===== src/hdl/hfdp_pkg.sv =====
// ---------------------------------------------------------------------------
// hfdp_pkg
// shared types and constants of the mixed precision dot product
// ---------------------------------------------------------------------------
package hfdp_pkg;

    typedef logic [63:0] dbl_t;
    typedef logic [31:0] sgl_t;

    localparam logic [10:0] DBL_EXP_ALL = 11'h7FF;
    localparam dbl_t        DBL_QNAN    = 64'h7FF8_0000_0000_0000;
    localparam sgl_t        SGL_QNAN    = 32'h7FC0_0000;
    localparam logic [7:0]  SGL_EXP_ALL = 8'hFF;

endpackage


===== src/hdl/hfdp_mul.sv =====
// ---------------------------------------------------------------------------
// hfdp_mul
// widens the half operand and forms the exact product as a binary64
// ---------------------------------------------------------------------------
module hfdp_mul
(
    input  logic [31:0]   query_bits,
    input  logic [15:0]   base_half_bits,
    output hfdp_pkg::dbl_t prod
);
    import hfdp_pkg::*;

    logic        sq, sh, sp;
    logic [7:0]  eq;
    logic [22:0] fq;
    logic [4:0]  eh;
    logic [9:0]  fh;
    logic        q_nan, q_inf, q_zero, h_nan, h_inf, h_zero;
    logic [23:0] mq;
    logic [10:0] mh;
    logic [34:0] p;
    logic [34:0] p_norm;
    logic [5:0]  lz;
    logic [7:0]  eq_eff;
    logic [4:0]  eh_eff;
    logic [10:0] e_res;

    assign sq = query_bits[31];
    assign eq = query_bits[30:23];
    assign fq = query_bits[22:0];
    assign sh = base_half_bits[15];
    assign eh = base_half_bits[14:10];
    assign fh = base_half_bits[9:0];
    assign sp = sq ^ sh;

    assign q_nan  = (eq == 8'hFF) && (fq != 23'd0);
    assign q_inf  = (eq == 8'hFF) && (fq == 23'd0);
    assign q_zero = (eq == 8'd0) && (fq == 23'd0);
    assign h_nan  = (eh == 5'h1F) && (fh != 10'd0);
    assign h_inf  = (eh == 5'h1F) && (fh == 10'd0);
    assign h_zero = (eh == 5'd0) && (fh == 10'd0);

    // subnormals take the minimum exponent and no hidden bit
    assign mq     = {eq != 8'd0, fq};
    assign mh     = {eh != 5'd0, fh};
    assign eq_eff = (eq == 8'd0) ? 8'd1 : eq;
    assign eh_eff = (eh == 5'd0) ? 5'd1 : eh;

    assign p = 35'(mq) * 35'(mh);

    // leading zero count of the raw product
    always_comb
    begin
        lz = 6'd35;
        for (int i = 0; i < 35; i++)
        begin
            if (p[i])
            begin
                lz = 6'(34 - i);
            end
        end
    end

    assign p_norm = p << lz;
    // 1023 - 127 - 15 + 1 folded into one bias
    assign e_res  = 11'(eq_eff) + 11'(eh_eff) + 11'd882 - 11'(lz);

    always_comb
    begin
        if (q_nan || h_nan || (q_inf && h_zero) || (h_inf && q_zero))
        begin
            prod = DBL_QNAN;
        end
        else if (q_inf || h_inf)
        begin
            prod = {sp, DBL_EXP_ALL, 52'd0};
        end
        else if (q_zero || h_zero)
        begin
            prod = {sp, 63'd0};
        end
        else
        begin
            prod = {sp, e_res, p_norm[33:0], 18'd0};
        end
    end

endmodule


===== src/hdl/hfdp_add.sv =====
// ---------------------------------------------------------------------------
// hfdp_add
// binary64 adder with round to nearest even
// ---------------------------------------------------------------------------
module hfdp_add
(
    input  hfdp_pkg::dbl_t a,
    input  hfdp_pkg::dbl_t b,
    output hfdp_pkg::dbl_t s
);
    import hfdp_pkg::*;

    logic        a_nan, b_nan, a_inf, b_inf, a_big, sub;
    dbl_t        x, y;
    logic        sx;
    logic [10:0] ex_eff, ey_eff, d;
    logic [52:0] mx, my;
    logic [55:0] xw, yw, yal, mask;
    logic [56:0] sum;
    logic [5:0]  lz, sh;
    logic [10:0] lim;
    logic [55:0] n;
    logic [11:0] e;
    logic [62:0] packed_v;
    logic        inc;

    assign a_nan = (a[62:52] == DBL_EXP_ALL) && (a[51:0] != 52'd0);
    assign b_nan = (b[62:52] == DBL_EXP_ALL) && (b[51:0] != 52'd0);
    assign a_inf = (a[62:52] == DBL_EXP_ALL) && (a[51:0] == 52'd0);
    assign b_inf = (b[62:52] == DBL_EXP_ALL) && (b[51:0] == 52'd0);

    // larger magnitude first
    assign a_big = a[62:0] >= b[62:0];
    assign x     = a_big ? a : b;
    assign y     = a_big ? b : a;
    assign sx    = x[63];
    assign sub   = x[63] ^ y[63];

    assign ex_eff = (x[62:52] == 11'd0) ? 11'd1 : x[62:52];
    assign ey_eff = (y[62:52] == 11'd0) ? 11'd1 : y[62:52];
    assign mx     = {x[62:52] != 11'd0, x[51:0]};
    assign my     = {y[62:52] != 11'd0, y[51:0]};
    assign d      = ex_eff - ey_eff;

    // alignment with guard, round and sticky
    assign xw   = {mx, 3'b000};
    assign yw   = {my, 3'b000};
    assign mask = (d >= 11'd56) ? {56{1'b1}} : ~({56{1'b1}} << d[5:0]);
    assign yal  = (d >= 11'd56) ? {55'd0, |my}
                                : ((yw >> d[5:0]) | {55'd0, |(yw & mask)});

    assign sum = sub ? ({1'b0, xw} - {1'b0, yal}) : ({1'b0, xw} + {1'b0, yal});

    always_comb
    begin
        lz = 6'd56;
        for (int i = 0; i < 56; i++)
        begin
            if (sum[i])
            begin
                lz = 6'(55 - i);
            end
        end
    end

    // no shift below the minimum exponent, gradual underflow
    assign lim = ex_eff - 11'd1;
    assign sh  = (11'(lz) > lim) ? lim[5:0] : lz;

    always_comb
    begin
        if (sum[56])
        begin
            n = {sum[56:2], sum[1] | sum[0]};
            e = 12'(ex_eff) + 12'd1;
        end
        else
        begin
            n = sum[55:0] << sh;
            e = 12'(ex_eff) - 12'(sh);
        end
    end

    assign inc      = n[2] & (n[1] | n[0] | n[3]);
    assign packed_v = {(n[55] ? e[10:0] : 11'd0), n[54:3]};

    always_comb
    begin
        if (a_nan || b_nan || (a_inf && b_inf && (a[63] != b[63])))
        begin
            s = DBL_QNAN;
        end
        else if (a_inf)
        begin
            s = a;
        end
        else if (b_inf)
        begin
            s = b;
        end
        else if (n == 56'd0)
        begin
            s = {sub ? 1'b0 : sx, 63'd0};
        end
        else if (e >= 12'h7FF)
        begin
            s = {sx, DBL_EXP_ALL, 52'd0};
        end
        else
        begin
            s = {sx, packed_v + 63'(inc)};
        end
    end

endmodule


===== src/hdl/hfdp_narrow.sv =====
// ---------------------------------------------------------------------------
// hfdp_narrow
// rounds a binary64 sum to binary32, nearest even, canonical nan
// ---------------------------------------------------------------------------
module hfdp_narrow
(
    input  hfdp_pkg::dbl_t d,
    output hfdp_pkg::sgl_t r
);
    import hfdp_pkg::*;

    logic         sd;
    logic [10:0]  ed, ed_eff, e32, shf;
    logic [51:0]  fd;
    logic [52:0]  md;
    logic [6:0]   shc;
    logic [107:0] wide;
    logic         inc_n, inc_s;

    assign sd = d[63];
    assign ed = d[62:52];
    assign fd = d[51:0];
    assign md = {ed != 11'd0, fd};

    assign e32   = ed - 11'd896;
    assign inc_n = fd[28] & ((|fd[27:0]) | fd[29]);

    // subnormal range, shift into units of the smallest binary32 step
    assign ed_eff = (ed == 11'd0) ? 11'd1 : ed;
    assign shf    = 11'd926 - ed_eff;
    assign shc    = (shf > 11'd107) ? 7'd107 : shf[6:0];
    assign wide   = {md, 55'd0} >> shc;
    assign inc_s  = wide[54] & ((|wide[53:0]) | wide[55]);

    always_comb
    begin
        if (ed == DBL_EXP_ALL && fd != 52'd0)
        begin
            r = SGL_QNAN;
        end
        else if (ed >= 11'd1151)
        begin
            r = {sd, SGL_EXP_ALL, 23'd0};
        end
        else if (ed >= 11'd897)
        begin
            r = {sd, e32[7:0], fd[51:29]} + 32'(inc_n);
        end
        else
        begin
            r = {sd, 8'd0, wide[77:55]} + 32'(inc_s);
        end
    end

endmodule


===== src/hdl/half_float_mixed_dot_product.sv =====
// ---------------------------------------------------------------------------
// half_float_mixed_dot_product
// binary32 by binary16 dot product with a binary64 running sum
// ---------------------------------------------------------------------------
// path: a last element taken at the input reaches dot_bits through the input
//   register, product register, sum register and output register
// throughput: one element per cycle while elem_stall is low, set by the
//   combinational binary64 add that closes the accumulate loop
// reset: all valid flags clear and the running sum returns to +0.0
// ---------------------------------------------------------------------------
module half_float_mixed_dot_product
(
    input  logic        clk,
    input  logic        rst_n,
    input  logic        elem_valid,
    output logic        elem_stall,
    input  logic [31:0] query_bits,
    input  logic [15:0] base_half_bits,
    input  logic        last_element,
    output logic        dot_valid,
    input  logic        dot_stall,
    output logic [31:0] dot_bits
);
    import hfdp_pkg::*;

    // input register
    logic        a_valid_reg, a_valid_next;
    logic [31:0] a_query_reg;
    logic [15:0] a_half_reg;
    logic        a_last_reg;
    // product register
    logic        b_valid_reg, b_valid_next;
    dbl_t        b_prod_reg;
    logic        b_last_reg;
    // running sum and finished sum
    dbl_t        acc_reg, acc_next;
    logic        c_valid_reg, c_valid_next;
    dbl_t        c_sum_reg;
    // result register
    logic        dot_valid_reg, dot_valid_next;
    sgl_t        dot_bits_reg;

    dbl_t        prod, sum;
    sgl_t        narrowed;
    logic        out_free, c_ready, b_fire, b_ready, a_ready, elem_fire;

    hfdp_mul u_mul
    (
        .query_bits     (a_query_reg),
        .base_half_bits (a_half_reg),
        .prod           (prod)
    );

    // accumulate loop: one binary64 add per cycle unless the product stage is held
    hfdp_add u_add
    (
        .a (acc_reg),
        .b (b_prod_reg),
        .s (sum)
    );

    hfdp_narrow u_narrow
    (
        .d (c_sum_reg),
        .r (narrowed)
    );

    // each stage moves when empty or when the stage after it takes its word;
    // non-last products retire into the sum without waiting on the output
    assign out_free  = !dot_valid_reg || !dot_stall;
    assign c_ready   = !c_valid_reg || out_free;
    assign b_fire    = b_valid_reg && (!b_last_reg || c_ready);
    assign b_ready   = !b_valid_reg || b_fire;
    assign a_ready   = !a_valid_reg || b_ready;
    assign elem_fire = elem_valid && a_ready;

    assign elem_stall = !a_ready;
    assign dot_valid  = dot_valid_reg;
    assign dot_bits   = dot_bits_reg;

    always_comb
    begin
        a_valid_next   = a_ready ? elem_valid : a_valid_reg;
        b_valid_next   = b_ready ? a_valid_reg : b_valid_reg;
        c_valid_next   = c_ready ? (b_fire && b_last_reg) : c_valid_reg;
        dot_valid_next = out_free ? c_valid_reg : dot_valid_reg;
        acc_next       = acc_reg;
        if (b_fire)
        begin
            // the last element clears the sum back to +0.0
            acc_next = b_last_reg ? 64'd0 : sum;
        end
    end

    // control state
    always_ff @(posedge clk or negedge rst_n)
    begin
        if (!rst_n)
        begin
            a_valid_reg   <= 1'b0;
            b_valid_reg   <= 1'b0;
            c_valid_reg   <= 1'b0;
            dot_valid_reg <= 1'b0;
            acc_reg       <= 64'd0;
        end
        else
        begin
            a_valid_reg   <= a_valid_next;
            b_valid_reg   <= b_valid_next;
            c_valid_reg   <= c_valid_next;
            dot_valid_reg <= dot_valid_next;
            acc_reg       <= acc_next;
        end
    end

    // payload, loaded only when its stage takes a new word
    always_ff @(posedge clk)
    begin
        if (elem_fire)
        begin
            a_query_reg <= query_bits;
            a_half_reg  <= base_half_bits;
            a_last_reg  <= last_element;
        end
        if (b_ready && a_valid_reg)
        begin
            b_prod_reg <= prod;
            b_last_reg <= a_last_reg;
        end
        if (c_ready && b_fire && b_last_reg)
        begin
            c_sum_reg <= sum;
        end
        if (out_free && c_valid_reg)
        begin
            dot_bits_reg <= narrowed;
        end
    end

endmodule


===== config.mk =====
export PLATFORM = sky130hd
export DESIGN_NAME = half_float_mixed_dot_product
export DESIGN_NICKNAME = d
export VERILOG_FILES = /design/src/hdl/hfdp_pkg.sv /design/src/hdl/hfdp_mul.sv /design/src/hdl/hfdp_add.sv /design/src/hdl/hfdp_narrow.sv /design/src/hdl/half_float_mixed_dot_product.sv
export SDC_FILE = /design/constraint.sdc
export NUM_CORES = 2
export LEC_CHECK = 0
export ABC_AREA = 1
export BUFFER_PORTS_ARGS = -buffer_cell sky130_fd_sc_hd__buf_4
export CORE_ASPECT_RATIO = 1.4
export CORE_MARGIN = 10
export CORE_UTILIZATION = 40
export CTS_BUF_LIST = sky130_fd_sc_hd__clkbuf_16
export DETAILED_ROUTE_END_ITERATION = 7
export GPL_ROUTABILITY_DRIVEN = 1
export PLACE_DENSITY = 0.63
export SYNTH_ARGS = -nofsm -noshare
export SYNTH_HDL_FRONTEND = slang
export SYNTH_SLANG_ARGS = --single-unit
export TNS_END_PERCENT = 20

===== constraint.sdc =====
create_clock -name clk -period 18.2 [get_ports clk]
set_input_delay 1.82 -clock clk [delete_from_list [all_inputs] [get_ports clk]]
set_output_delay 1.82 -clock clk [all_outputs]
set_load 0.005 [all_outputs]

==> impl_metrics.json <==
{
  "status": "complete, but fails checks",
  "slowest_delay_ps": 560,
  "yosys_warnings": 0,
  "synth_seq_area_share_pct": 15.7,
  "netlist_area_um2": 47500,
  "synth_ff_type": "edfxtp_1",
  "portBuffers": 86,
  "cts.clk_slew.worst_paths_ps": 60,
  "via_per_inst": 5.70,
  "min_period_ps": 17050,
  "clk_latency_ps": 560,
  "wirelength_mm": 223,
  "cts_buffers": 34,
  "slew_headroom_pct": 10.4,
  "hold_slack_ps": 421,
  "core_um2": 118000,
  "dieArea_um2": 133000,
  "cts_tree": "built",
  "drtPass1Iterations": 8,
  "drive_gt1_share_pct": 7.19,
  "nets": 8370,
  "max_cap_violations": 0,
  "htree_levels": 2,
  "end_kind": "flop",
  "critPathArrivalTime_ps": 17330,
  "antenna_found_initial": 0,
  "hp-class": "reg -> reg",
  "violations": "DRC",
  "cts_max_path_buffers": 3,
  "rows": 149,
  "grt_pass1_vias": 52100,
  "setup_violations": 0,
  "wl_per_cell_um": 23.6,
  "async_flop_share_pct": 26.2,
  "start_kind": "flop",
  "slew_viol_final": 0,
  "via_count": 53900,
  "fill_cells": 13000,
  "grt_max_degree": 170,
  "drtIter0Drc": 4978,
  "hold_buffers": 0,
  "final_core_util_pct": 43.8,
  "ys_seq_elements": 260,
  "max_freq_ghz": 0.0587,
  "setup.worst_path.class": "reg -> reg",
  "cp_max_fo": 33,
  "final_cell_area_um2": 51600,
  "place_area_um2": 50100,
  "crit_path_frequent_cell": "nand2_1",
  "crit_required_ps": 18480,
  "grt_usage_pct": 32.0,
  "dp_hpwl_mm": 182,
  "syn_avg_cell_area_um2": 6.03,
  "clock_sinks": 260,
  "synth_nets": 8410,
  "overflow": 0,
  "globalplace.congestion": 1.07,
  "synth-edff-count": 192,
  "slowest_stage": "fa_2",
  "antenna_left": 0,
  "synth_cell_types": 77,
  "tightestPinTransition_ps": 1330,
  "synthesis.instances": 7876,
  "io_pins": 87,
  "antennaDiodeCount": 0,
  "fin_crit_sh_pct": 93.7,
  "setup-tns-final_ps": 0,
  "die_x_um": 311,
  "drc_errors": 3,
  "start_util_pct": 40.3,
  "grt_pass1_wl_mm": 326,
  "finalHoldViolCount": 0,
  "area_delta_synth_final_pct": 8.71,
  "cts_root_buf": "clkbuf_16",
  "die_h_um": 428,
  "finClkSkew_ps": 18.0
}
-- Yosys cell counts, types with 38 or more instances --
cell         n  area (um^2)
inv_2       43          161
ha_1       279         3490
nor3_1      61          305
nor2_1     583         2190
o21ai_0    634         3170
o21ai_1     38          190
nor4_1      56          350
fa_1       202         4040
clkbuf_1   190          713
a21oi_1    311         1560
nand3_1    912         4560
edfxtp_1   192         5770
a31oi_1     47          294
nand4_1    148          926
inv_1     1150         4320
buf_4       51          383
buf_2      104          521
xor2_1     127         1110
nand2_1   2263         8490
dfrtp_1     68         1700
-- per-stage QoR --
step,std cells,setup slack [ps]
floorplan,7876,2830
global placement,9377,415
detailed placement,9377,416
CTS,9438,347
global route,9446,-10.8
finish,9446,1150
-- critical path, delay by kind of cell, from the launching register on --
kind | cells | cell delay [ps]
compound gates | 20 | 3080
xor+xnor | 1 | 340
fa+ha+maj | 5 | 1670
buf+inv | 17 | 2830
flops | 1 | 470
simple gates | 59 | 8280
-- final timing paths --
kind / endpoint / from / cells after the start / slack, ps
min in group asynchronous: acc_reg[57] / rst_n / 1 / 1070
min reg2reg: b_last_reg / a_last_reg / 0 / 420
max reg2reg: c_sum_reg[50] / b_prod_reg[21] / 102 / 1150
max: c_sum_reg[50] / b_prod_reg[21] / 102 / 1150
max in group asynchronous: acc_reg[3] / rst_n / 2 / 15900
min: b_last_reg / a_last_reg / 0 / 420
-- per-layer routing --
layer	GRT usage (%)	vias to the layer above	part of all wire, %
met4	18.9	0	6.9
met1	37.0	25600	38
met2	56.8	2296	49
li1	-	25400	-
met3	3.41	593	6.3
met5	0	-	0
-- layout by cell type (no fill, tap or decap), types with 17 or more instances in the layout --
cell	instances
nand2_2	26
nor2_1	576
nand2_1	2259
nor4_1	55
edfxtp_1	192
mux2i_1	17
o21ai_1	46
xnor2_1	19
clkbuf_16	37
ha_1	279
inv_2	48
or2_2	19
inv_1	1149
xor2_1	120
o21bai_1	18
buf_4	305
a31oi_1	45
o22ai_1	21
dfrtp_1	68
a21oi_1	308
o31ai_1	18
fa_1	201
nand3_1	912
nor2_2	21
nor3_1	59
o211ai_1	31
o21ai_0	624
nand4_1	148
-- kinds of logic (layout without fill, tap and decap cells) --
logic type                 count (synthesis)  count (layout)  synth area share (%)
buffers and inverters                   1599            1583                  13.6
adders and majority gates                481             481                  15.9
DFF                                      260             260                  15.7
AOI/OAI and AO/OA                       1229            1229                  14.3
muxes                                     17              17                 0.358
and+or+nand+nor                         4141            4142                  37.3
xor gates and xnor gates                 149             149                  2.82
-- final cells by class --
type | instances | area [um^2] | area share [%]
Multi-Input combinational cell | 6018 | 33800 | 65.5
Sequential cell | 260 | 7470 | 14.5
Tap cell | 1585 | 1980 | 3.84
Clock buffer | 35 | 876 | 1.70
Inverter | 1201 | 4510 | 8.75
Timing Repair Buffer | 321 | 2630 | 5.09
Clock inverter | 26 | 359 | 0.696
-- what timing repair did --
action	CTS	global route
setup endpoints to repair	0	128
resized for setup	0	37
setup buffers	0	5
Power is not shown: default switching activity piles up to over one toggle a cycle in this logic, so the estimate is an artifact.
